**src/conv3x3_replicate_border_defines.svh**
```systemverilog
`ifndef CONV3X3_REPLICATE_BORDER_DEFINES_SVH
`define CONV3X3_REPLICATE_BORDER_DEFINES_SVH

// Same-cycle implication checked on every clock edge outside reset.
`define C3RB_ASSERT_NOW(label, clk, rst_n, ante, cons, msg) \
  label: assert property (@(posedge clk) disable iff (!rst_n) (ante) |-> (cons)) else $error(msg);

// Next-cycle implication checked on every clock edge outside reset.
`define C3RB_ASSERT_NEXT(label, clk, rst_n, ante, cons, msg) \
  label: assert property (@(posedge clk) disable iff (!rst_n) (ante) |=> (cons)) else $error(msg);

`endif

```
**src/c3rb_pkg.sv**
```systemverilog
`default_nettype none

package c3rb_pkg;

  localparam int PIX_W      = 8;
  localparam int COEF_W     = 16;
  localparam int CFG_IDX_W  = 3;
  localparam int CFG_DATA_W = 48;

  localparam logic ACT_PIXEL = 1'b0;
  localparam logic ACT_DRAIN = 1'b1;

  typedef enum logic [CFG_IDX_W-1:0] {
    REG_IMAGE_WIDTH   = 3'd0,
    REG_IMAGE_HEIGHT  = 3'd1,
    REG_THREE_CHANNEL = 3'd2,
    REG_COEF_TOP      = 3'd3,
    REG_COEF_MID      = 3'd4,
    REG_COEF_BOTTOM   = 3'd5
  } cfg_reg_t;

  typedef logic [3*PIX_W-1:0] pix_t;
  typedef pix_t [2:0][2:0] win_t;

  typedef struct packed {
    logic       action;
    logic [7:0] sample_ch0;
    logic [7:0] sample_ch1;
    logic [7:0] sample_ch2;
  } in_item_t;

  typedef struct packed {
    logic [7:0] result_ch0;
    logic [7:0] result_ch1;
    logic [7:0] result_ch2;
    logic       frame_end;
  } out_item_t;

  typedef struct packed {
    logic valid;
    logic last;
    logic x0;
    logic y1;
    logic y2;
    logic tail;
  } s1_ctrl_t;

endpackage

`default_nettype wire

```
**src/c3rb_window.sv**
```systemverilog
`default_nettype none

module c3rb_window (
  input  wire logic               clk,
  input  wire logic               rst_n,
  input  wire logic               adv,
  input  wire c3rb_pkg::s1_ctrl_t ctrl,
  input  wire c3rb_pkg::pix_t     mid_q,
  input  wire c3rb_pkg::pix_t     upper_q,
  input  wire c3rb_pkg::pix_t     px,
  output      logic               emit_valid_r,
  output      logic               emit_end_r,
  output      c3rb_pkg::win_t     emit_win_r
);

  c3rb_pkg::win_t win_r;
  c3rb_pkg::win_t win_nxt;
  c3rb_pkg::win_t rep;
  c3rb_pkg::win_t shf;
  c3rb_pkg::win_t fill;
  c3rb_pkg::win_t emit_win_nxt;
  c3rb_pkg::pix_t col [3];
  logic           emit;

  always_comb begin
    col[1] = mid_q;
    col[0] = ctrl.y2 ? upper_q : mid_q;
    col[2] = ctrl.tail ? mid_q : px;
    for (int r = 0; r < 3; r++) begin
      rep[r][0]  = win_r[r][1];
      rep[r][1]  = win_r[r][2];
      rep[r][2]  = win_r[r][2];
      shf[r][0]  = win_r[r][1];
      shf[r][1]  = win_r[r][2];
      shf[r][2]  = col[r];
      fill[r][0] = col[r];
      fill[r][1] = col[r];
      fill[r][2] = col[r];
    end
    if (ctrl.last) begin
      win_nxt      = rep;
      emit_win_nxt = rep;
    end else if (ctrl.x0) begin
      win_nxt      = fill;
      emit_win_nxt = rep;
    end else begin
      win_nxt      = shf;
      emit_win_nxt = shf;
    end
    emit = ctrl.valid && (ctrl.last || (ctrl.x0 ? ctrl.y2 : ctrl.y1));
  end

  always_ff @(posedge clk) begin
    if (!rst_n) begin
      win_r        <= '0;
      emit_valid_r <= 1'b0;
    end else if (adv) begin
      emit_valid_r <= emit;
      if (ctrl.valid) begin
        win_r <= win_nxt;
      end
    end
  end

  always_ff @(posedge clk) begin
    if (adv) begin
      emit_win_r <= emit_win_nxt;
      emit_end_r <= ctrl.last;
    end
  end

endmodule

`default_nettype wire

```
**config.mk**
```make
export PLATFORM = sky130hd
export DESIGN_NAME = c3rb_window
export DESIGN_NICKNAME = d
export VERILOG_FILES = /design/src/conv3x3_replicate_border_defines.svh /design/src/c3rb_pkg.sv /design/src/c3rb_window.sv
export SDC_FILE = /design/constraint.sdc
export NUM_CORES = 1
export LEC_CHECK = 0
export ABC_AREA = 1
export BUFFER_PORTS_ARGS = -buffer_cell sky130_fd_sc_hd__buf_2
export CAP_MARGIN = 30
export CORE_ASPECT_RATIO = 0.75
export CORE_MARGIN = 3
export CORE_UTILIZATION = 45
export CTS_CLUSTER_SIZE = 16
export DETAILED_ROUTE_END_ITERATION = 7
export PLACE_DENSITY = 0.7
export SLEW_MARGIN = 40
export SYNTH_ARGS = -nofsm -noshare
export SYNTH_HDL_FRONTEND = slang
export SYNTH_SLANG_ARGS = --single-unit
export TNS_END_PERCENT = 20
```
**constraint.sdc**
```tcl
create_clock -name clk -period 1.16 [get_ports clk]
set_input_delay 0.116 -clock clk [delete_from_list [all_inputs] [get_ports clk]]
set_output_delay 0.116 -clock clk [all_outputs]
set_load 0.02 [all_outputs]
```
; ---- After elaboration in Yosys (flattened, before gate mapping)
; Index checks and enable logic that the tools add are counted.
[totals]
register_bits = 362
in_bits = 81
out_inout_bits = 218
elab_cells = 29
[op_classes]
mux = 7
n_bitwise = 1
n_reduce_logical = 4
[op_table]
columns = cell, n
row1 = two-way mux 216 bit, 2
row2 = two-way mux 192 bit, 2
row3 = two-way mux 24 bit, 2
row4 = AND reduction 3 bit, 1
row5 = AND reduction 2 bit, 1
row6 = logical AND 1 bit, 1
row7 = logical OR 1 bit, 1
row8 = two-way mux 1 bit, 1
row9 = inverter 1 bit, 1

; ---- Longest topological paths before layout
[logic_depth]
depth_word = 3
mapped_depth = 8
ltp_nobuf = 7

; ---- Worst setup path after synthesis
; No wires, ideal clock.
[synth_path]
path_kind = in2reg
from = input port ctrl[3] (netlist name)
to = register emit_win_r[195] (netlist name) (data pin)
setup_time_ns = 0.253
arrival_ns = 0.764
setup_slack_ns = 0.143
cell_stages = 6
path_buffers = 2
cell_sequence = nor2_2 inv_2 buf_2 buf_2 nand2_1 nand2_1
[synth_lines]
columns = item, line
row1 = "start, declared", c3rb_window.sv:7  ; input wire c3rb_pkg::s1_ctrl_t ctrl,
row2 = "end signal, assigned", c3rb_window.sv:67  ; emit_win_r <= emit_win_nxt;
row3 = "end, declared", c3rb_window.sv:13  ; output c3rb_pkg::win_t emit_win_r

; ---- Final worst setup path
[layout_path]
from = register emit_win_r[46] (netlist name)
to = output port emit_win_r[46] (netlist name)
; No word-level cell between the ends.

==> results_dict.tcl <==
set metrics [dict create \
    status "finished, violations left" \
    violations "setup timing" \
    p_switching_w 0.00729 \
    mostFrequentLayoutCell "nand2_1" \
    min_from "mid_q[13]" \
    grt_pass1_wl_mm 63.9 \
    hold_viol_final 0 \
    switching_share_pct 24.8 \
    path_buf_inv 1 \
    r2r_start "rep[117]" \
    place_congestion 0.896 \
    area_growth_syn_to_layout_pct 29.9 \
    crit_fanout 1 \
    fill_cells 2389 \
    track_usage_pct 25.2 \
    fin_util_pct 60.3 \
    comb_power_share_pct 11.5 \
    cts_setup_buffers 0 \
    antenna-diode-count 0 \
    row_count 54 \
    power_leakage_nw 7.77 \
    clockPowerShare_pct 38.1 \
    final_area_mm2 0.0178 \
    slew_violations 0 \
    portBuffers 298 \
    crit_family "flip-flops" \
    syn_area_per_cell_um2 9.97 \
    rsz0062_at_grt "yes" \
    arrival_ps 1130 \
    cts_tree "built" \
    syn_nets 1455 \
    place_area_mm2 0.0161 \
    final_antenna_net_count 0 \
    yosysWarnings 0 \
    clock_sinks 362 \
    crit_path_end_kind "primary output" \
    final_cell_mix "434 x nand2_1, 242 x buf_2, 217 x edfxtp_1" \
    ir_drop_uv 900 \
    setup_viol 81 \
    fmax_mhz 803 \
    synth.distinct_cells 17 \
    worstReg2RegEnd "emit_win_r[141]" \
    min_to "rep[109]" \
    wl_per_cell_um 19.6 \
    drive_above_1_share_pct 24.2 \
    yosys_register_bits 362 \
    clk_path_buf_depth 3 \
    worst_slack_ps -85.3 \
    power_frac_seq_pct 50.4 \
    hold_path.class "in2reg" \
    initial_core_util_pct 46.4 \
    powerDensity_mw_per_mm2 1650 \
    cp.required_ps 1040 \
    ys_seq_area_share_pct 68.7 \
    antenna_found_initial 1 \
    vias_per_cell 5.25 \
    tightestPinTransition_ps 556 \
    hold_ws_ps 4.25 \
    period_share_pct 107 \
    worstSkewPairLatency_ps 500 \
    r2r_cells 2 \
    htree_levels 2 \
    grt_overflow 0 \
    fin_skew_ps 7.77 \
    fp.dieArea_mm2 0.0326 \
    die_w_um 207 \
    crit_path_start_kind "flop" \
    synth_area_mm2 0.0137 \
    vias 11200 \
    crit_slowest_cell "edfxtp_1" \
    wl_mm 41.8 \
    cp_cell_sequence "buf_6" \
    grt_pass1_vias 10900 \
    first_pass_iters 6 \
    power.total_w 0.0294 \
    drt_iter0_markers 1075 \
    syn_inst 1374 \
    root_buffer "clkbuf_16" \
    nNetsFinal 1796 \
    period_minus_slack_ps 1250 \
    die_h_um 157 \
    dpl.hpwl_mm 28.3 \
    critPathKind "reg2out" \
    ioPinCount 299 \
    relSlewSlack_pct 62.5 \
    grt_max_degree 54 \
    p_int_w 0.0221 \
    dp_slack_ps -63.4 \
    drcViolationCount 0 \
    max_cap_viol_count 0 \
    r2r_slack_ps 340 \
    cpPeakStageDelay_ps 460 \
    cts_buffers 36 \
    whs_path_depth 3 \
    path_clk_slew_ps 60 \
    core_region_area_mm2 0.0295 \
]
## worst max-delay path by stage
stage	from	to	slack [ps]	cells after the start
2_1_floorplan	ctrl[3]	emit_win_r[195]	140	6
3_3_place_gp	ctrl[4]	rep[100]	-60	7
3_5_place_dp	ctrl[4]	rep[101]	-60	7
4_1_cts	emit_win_r[46]	emit_win_r[46]	-90	1
5_1_grt	emit_win_r[46]	emit_win_r[46]	-130	1
6_report	emit_win_r[46]	emit_win_r[46]	-90	1
## area by class of cell
cell class,count,area (um^2),share of cell area (%)
inverters,80,307,1.72
repair buffers,386,2840,15.9
flip-flops and latches,362,9420,52.9
clock inverters,11,82.6,0.464
well taps,392,490,2.76
multi-input cells,849,3610,20.3
clock buffers,53,1050,5.88
## flip-flops by register name, indices dropped and copies added, names as in the netlist
signal and flops:
emit_end_r 1, emit_win_r 216, rep 144, emit_valid_r 1
## power groups by stage
stage / logic, W / clock network, W / registers (W)
global route: 0.00365 / 0.0120 / 0.0149
finish: 0.00337 / 0.0112 / 0.0148
CTS: 0.00333 / 0.0114 / 0.0148
global placement: 0.00311 / 0 / 0.0151
detailed placement: 0.00316 / 0 / 0.0151
floorplan: 0.00103 / 0 / 0.0156
## cell families after synthesis
| family | share of synthesized area (%) |
|---|---|
| AOI/OAI and AO/OA | 10.6 |
| buffers and inverters | 4.99 |
| DFF | 68.7 |
| and+or+nand+nor | 15.7 |
## Yosys cell counts, drive strengths merged
library cell  count  area [um^2]
nand2           436         1640
edfxtp          217         6520
a21oi           145          726
dfxtp           145         2900
o21ai           144          721
nor2             98          378
inv              80          300
buf              51          263
clkbuf           32          120
nand3            25          125
nand3b            1         7.51
## per-layer routing
| metal | vias to the layer above | routed length [um] | track usage, % |
|---|---|---|---|
| met5 | - | 13 | 0 |
| met4 | 2 | 838 | 6.78 |
| met3 | 63 | 3870 | 5.34 |
| met2 | 608 | 19200 | 40.2 |
| met1 | 5298 | 17800 | 35.3 |
| li1 | 5228 | - | - |
## metrics by stage
step,instances,TNS [ps]
floorplan,1374,0
global placement,2045,-787
detailed placement,2045,-1300
CTS,2133,-4780
global route,2133,-7870
finish,2133,-2240
## what timing repair did
action	CTS	global route
hold buffers	24	0
setup endpoints to repair	154	225
gates resized for setup	70	47
hold endpoints to repair	29	0
(Power assumes the default switching activity.)
