$ cat src/conv3x3_replicate_border_defines.svh
`ifndef CONV3X3_REPLICATE_BORDER_DEFINES_SVH
`define CONV3X3_REPLICATE_BORDER_DEFINES_SVH

// Same-cycle implication checked on every clock edge outside reset.
`define C3RB_ASSERT_NOW(label, clk, rst_n, ante, cons, msg) \
  label: assert property (@(posedge clk) disable iff (!rst_n) (ante) |-> (cons)) else $error(msg);

// Next-cycle implication checked on every clock edge outside reset.
`define C3RB_ASSERT_NEXT(label, clk, rst_n, ante, cons, msg) \
  label: assert property (@(posedge clk) disable iff (!rst_n) (ante) |=> (cons)) else $error(msg);

`endif

$ cat src/c3rb_pkg.sv
`default_nettype none

package c3rb_pkg;

  localparam int PIX_W      = 8;
  localparam int COEF_W     = 16;
  localparam int CFG_IDX_W  = 3;
  localparam int CFG_DATA_W = 48;

  localparam logic ACT_PIXEL = 1'b0;
  localparam logic ACT_DRAIN = 1'b1;

  typedef enum logic [CFG_IDX_W-1:0] {
    REG_IMAGE_WIDTH   = 3'd0,
    REG_IMAGE_HEIGHT  = 3'd1,
    REG_THREE_CHANNEL = 3'd2,
    REG_COEF_TOP      = 3'd3,
    REG_COEF_MID      = 3'd4,
    REG_COEF_BOTTOM   = 3'd5
  } cfg_reg_t;

  typedef logic [3*PIX_W-1:0] pix_t;
  typedef pix_t [2:0][2:0] win_t;

  typedef struct packed {
    logic       action;
    logic [7:0] sample_ch0;
    logic [7:0] sample_ch1;
    logic [7:0] sample_ch2;
  } in_item_t;

  typedef struct packed {
    logic [7:0] result_ch0;
    logic [7:0] result_ch1;
    logic [7:0] result_ch2;
    logic       frame_end;
  } out_item_t;

  typedef struct packed {
    logic valid;
    logic last;
    logic x0;
    logic y1;
    logic y2;
    logic tail;
  } s1_ctrl_t;

endpackage

`default_nettype wire

$ cat src/c3rb_lane.sv
`default_nettype none

module c3rb_lane #(
  parameter int COEF_FRAC_BITS = 12
) (
  input  wire logic                          clk,
  input  wire logic                          adv,
  input  wire logic [8:0][c3rb_pkg::PIX_W-1:0]  pix,
  input  wire logic [8:0][c3rb_pkg::COEF_W-1:0] coef,
  output      logic [c3rb_pkg::PIX_W-1:0]    result
);

  localparam int PROD_W = c3rb_pkg::PIX_W + 1 + c3rb_pkg::COEF_W;
  localparam int ACC_W  = PROD_W + 4;

  logic signed [PROD_W-1:0] prod_r [9];
  logic signed [ACC_W-1:0]  acc_nxt;
  logic signed [ACC_W-1:0]  acc_r;
  logic        [ACC_W-1:0]  sh;

  always_ff @(posedge clk) begin
    if (adv) begin
      for (int i = 0; i < 9; i++) begin
        prod_r[i] <= $signed({1'b0, pix[i]}) * $signed(coef[i]);
      end
      acc_r <= acc_nxt;
    end
  end

  always_comb begin
    acc_nxt = '0;
    for (int i = 0; i < 9; i++) begin
      acc_nxt = acc_nxt + ACC_W'(prod_r[i]);
    end
  end

  assign sh = ACC_W'(acc_r >>> COEF_FRAC_BITS);

  always_comb begin
    if (acc_r[ACC_W-1]) begin
      result = '0;
    end else if (|sh[ACC_W-1:c3rb_pkg::PIX_W]) begin
      result = '1;
    end else begin
      result = sh[c3rb_pkg::PIX_W-1:0];
    end
  end

endmodule

`default_nettype wire
$ cat config.mk
export PLATFORM = sky130hd
export DESIGN_NAME = c3rb_lane
export DESIGN_NICKNAME = d
export VERILOG_FILES = /design/src/conv3x3_replicate_border_defines.svh /design/src/c3rb_pkg.sv /design/src/c3rb_lane.sv
export SDC_FILE = /design/constraint.sdc
export NUM_CORES = 2
export LEC_CHECK = 0
export ABC_CLOCK_PERIOD_IN_PS = 5250
export BUFFER_PORTS_ARGS = -buffer_cell sky130_fd_sc_hd__buf_4
export CAP_MARGIN = 5
export CELL_PAD_IN_SITES_DETAIL_PLACEMENT = 0
export CELL_PAD_IN_SITES_GLOBAL_PLACEMENT = 1
export CORE_ASPECT_RATIO = 1.2
export CORE_MARGIN = 1
export CORE_UTILIZATION = 46
export DETAILED_ROUTE_END_ITERATION = 7
export HOLD_SLACK_MARGIN = 0.02
export PLACE_DENSITY = 0.83
export SLEW_MARGIN = 40
export SYNTH_ARGS = -nofsm -noshare
export SYNTH_HDL_FRONTEND = slang
export SYNTH_SLANG_ARGS = --single-unit
export TNS_END_PERCENT = 1
$ cat constraint.sdc
create_clock -name clk -period 5.25 [get_ports clk]
set_clock_uncertainty 0.2 [all_clocks]
set_input_delay 0.2625 -clock clk [delete_from_list [all_inputs] [get_ports clk]]
set_output_delay 0.2625 -clock clk [all_outputs]
set_load 0.005 [all_outputs]
* Word level (Yosys, flattened, before mapping) *
Memories as Yosys holds them, arrays and structs flattened.
Index checks and enable logic that the tools add are counted.

word-level totals
  input port bits = 218
  RAM bits = 225
  latch bits = 0
  output and inout port bits = 8
  register bits = 29
  memories = 1
  word-level logic and storage cells = 24
  bits in read-only memories = 0

cells by class
  bitwise operators = 0
  reductions and logical operators = 1
  mux-type cells = 4
  add/sub/neg operators = 8
  divide/modulo/power cells = 0
  shift operators = 0
  magnitude comparators = 0
  multiply operators = 9
  eq/ne operators = 0

memories
  memory  depth  bits a word  rd ports  clocked after memory_dff  wr ports  line             source
  prod_r  9      25           9         0                         9         c3rb_lane.sv:16  logic signed [PROD_W-1:0] prod_r [9];

operators by type and width
  cell              count
  $mul A9 B16 Y25   9
  $add A29 B25 Y29  4
  $add A28 B25 Y29  1
  $add A27 B25 Y28  1
  $add A26 B25 Y27  1
  $add A25 B25 Y26  1
  $mux W8           2
  $reduce_or A9 Y1  1
  $mux W1           2

* Logic depth before layout (Yosys ltp) *
  word-level depth = 8
  mapped depth = 21
  mapped depth without buffers = 19

* Worst setup path before layout *
OpenSTA, ideal clock, no wires.

  path type = input to register
  from = in pix[0] (netlist name)
  to = mem prod_r[0][23] (netlist name), data pin
  library setup time = 0.258 ns
  cell stages on the path = 18
  data arrival time = 4.558 ns
  buffers on the path = 1
  slack = 0.234 ns
  required time = 4.792 ns
  cell sequence = clkbuf_1 nand2_1 fa_1 inv_1 fa_1 fa_1 inv_1 fa_1 inv_1 ha_1 and2_1 a311oi_1 o31ai_1 o31ai_2 o21ai_1 a211o_1 a21oi_1 xnor2_1

RTL lines
  element      line             source
  from (decl)  c3rb_lane.sv:8   input wire logic [8:0][c3rb_pkg::PIX_W-1:0] pix,
  to (decl)    c3rb_lane.sv:16

==> results_dict.tcl <==
set metrics [dict create \
    fmax_ghz 0.198 \
    routabilityCongestion 0.905 \
    critical_path_class "register to register" \
    ant_nets 0 \
    grt.total_usage_pct 22.3 \
    place_area_sq_mm 0.0579 \
    die_h_um 379 \
    htreeDepth 1 \
    clk_pin_slew_worst_paths_ps 60 \
    dieArea_sq_mm 0.120 \
    setup_viol 0 \
    drv_cap 0 \
    synth_cell_types 73 \
    grt_pass1_vias 41000 \
    final_hold_viol_count 0 \
    synth_area_sq_mm 0.0544 \
    hp-class "primary input to register" \
    cp-end-kind "register" \
    required_ps 5360 \
    final-seq-area_sq_mm 0.00727 \
    ys_seq_elements 242 \
    maxSlewHeadroom_pct 47.5 \
    synthArstFlopShare_pct 0 \
    layout-drive-gt1-share_pct 5.52 \
    clockBufferDepth 3 \
    fp.dieW_um 316 \
    fin_crit_sh_pct 96.2 \
    crit_fanout 5 \
    worst_pin_slew_ps 783 \
    remaining_drc_errors 0 \
    vias 37800 \
    status "complete, no violations" \
    rsz0062_at_grt "no" \
    seq_area_frac_synth_pct 13.4 \
    grt-ovfl-total 0 \
    synth_nets 7575 \
    area_delta_synth_final_pct 8.63 \
    root_buffer "clkbuf_16" \
    first_pass_iters 5 \
    boundaryPins 226 \
    final_nets 7789 \
    core_sq_mm 0.117 \
    clk-insertion-delay-late_ps 590 \
    vias_per_cell 5.01 \
    grt_max_degree 124 \
    initial_core_util_pct 46.6 \
    fillers 10900 \
    wl_per_cell_um 16.8 \
    final_common_cell "inv_1" \
    critPathLaunchType "register" \
    synth-main-ff-cell "edfxtp_1" \
    slew_viol_final 0 \
    final_area_sq_mm 0.0591 \
    dp_hpwl_mm 110 \
    finalWirelength_mm 127 \
    min_period_ps 5050 \
    yosys_warnings 0 \
    cp.arrival_ps 5160 \
    synth.avg_cell_area_sq_um 9.40 \
    antenna_found_initial 7 \
    cts_tree "yes" \
    synth_edf_count 242 \
    cts_inserted_buffers 27 \
    final_cell_mix "1,660 x inv_1, 1,094 x fa_1, 631 x and2_1" \
    drtIter0Drc 1841 \
    postLayoutCoreUtil_pct 50.6 \
    port_buffers 225 \
    cts.sinks 242 \
    multi_input_area_sq_mm 0.0405 \
    syn_inst 5786 \
    grt_pass1_wl_mm 211 \
    holdWs_ps 55.8 \
    num_rows 137 \
]
## cell usage after synthesis, drive strengths merged, types with 3 or more instances
cell type  count  area [sq um]
and2         632          3950
nand2        610          2290
nand2b        24           150
o21a          19           143
o211a          3          30.0
a311oi        10          87.6
xnor2        158          1380
o31a           4          35.0
a41oi          5          51.3
o21ai         89           457
or2            5          31.3
nor2b         26           163
a21o          55           413
edfxtp       242          7270
o21bai        16           120
nor2         110           413
or3           12          75.1
o311ai         6          52.6
inv         1660          6230
nand3b         5          37.5
a21oi        144           721
nor3          48           240
a31oi         11          68.8
and4           4          35.0
and3          15          93.8
xor2          40           350
nand3         43           215
o31ai         10          80.1
a221oi         5          67.6
clkbuf        98           368
fa          1095         21900
o41ai          3          33.8
ha           476          5960
nand4          9          56.3
a21boi         8          60.1
nor4           4          25.0
a211o          7          61.3
nor3b          3          22.5
or4            3          22.5
o211ai        15           123
a211oi        26           220
## cell type report
cell class | count | share of cell area [%]
Antenna cell | 4 | 0.0169
Timing Repair Buffer | 284 | 3.77
Inverter | 1660 | 10.5
Clock buffer | 35 | 1.19
Sequential cell | 242 | 12.3
Tap cell | 1529 | 3.24
Clock inverter | 12 | 0.316
Multi-Input combinational cell | 3785 | 68.6
## flip-flops by register name, summed over array words and instances (netlist names)
signal and cells:
acc_r 17, prod_r 225
## per-stage QoR
stage / TNS (ps) / instances / worst slack (ps)
floorplan: 0 / 5786 / 234
detailed placement: -119 / 7477 / -119
finish: 0 / 7551 / 201
CTS: 0 / 7546 / 86.6
global placement: -128 / 7476 / -128
global route: 0 / 7548 / 4.15
## worst max-delay path, stage by stage (launching register included)
cell	delay, ps
edfxtp_1	420
fa_2	660
fa_1	470
fa_1	560
inv_1	60
fa_1	490
inv_1	50
ha_1	180
a211oi_2	230
o31ai_1	120
a211oi_2	310
o21ai_2	180
a221oi_4	260
buf_4	200
o211ai_2	100
a31oi_1	220
xnor2_1	80
## per-layer routing
layer,vias to the layer above,wire length (um),global-route usage [%]
li1,17600,-,-
met5,-,21,0
met4,4,3930,6.33
met2,752,67100,41.2
met3,166,5080,2.23
met1,19300,51100,27.5
## path summary, 6_finish.rpt
path | start | endpoint | slack (ps) | cells after the start
setup / recovery | prod_r[8][7]$_DFFE_PP_ | acc_r[28]$_DFFE_PP_ | 200 | 16
hold / removal | pix[48] | prod_r[6][0]$_DFFE_PP_ | 60 | 2
setup reg to reg | prod_r[8][7]$_DFFE_PP_ | acc_r[28]$_DFFE_PP_ | 200 | 16
hold reg to reg | prod_r[2][19]$_DFFE_PP_ | acc_r[21]$_DFFE_PP_ | 1210 | 5
## cell families (layout without fill, tap and decap cells)
family                     count (synthesis)  after routing  share of synthesized area [%]
buffers and inverters                   1759           1991                           12.1
adders and majority gates               1571           1571                           51.3
and+or+nand+nor                         1560           1560                           14.5
AOI/OAI and AO/OA                        453            453                           5.50
DFF                                      242            242                           13.4
xor gates and xnor gates                 198            198                           3.19
muxes                                      3              3                         0.0598
other                                      0              4                              0
## timing repair
item | in CTS | in global routing
hold endpoints to repair | 55 | 0
hold buffers | 22 | 0
endpoints found under the setup margin | 0 | 5
buffers inserted | 0 | 1
gates resized for setup | 0 | 3
Power is left out: the tool's default activity adds up to more than one toggle a clock period on the data nets, which glitch-free logic cannot reach.
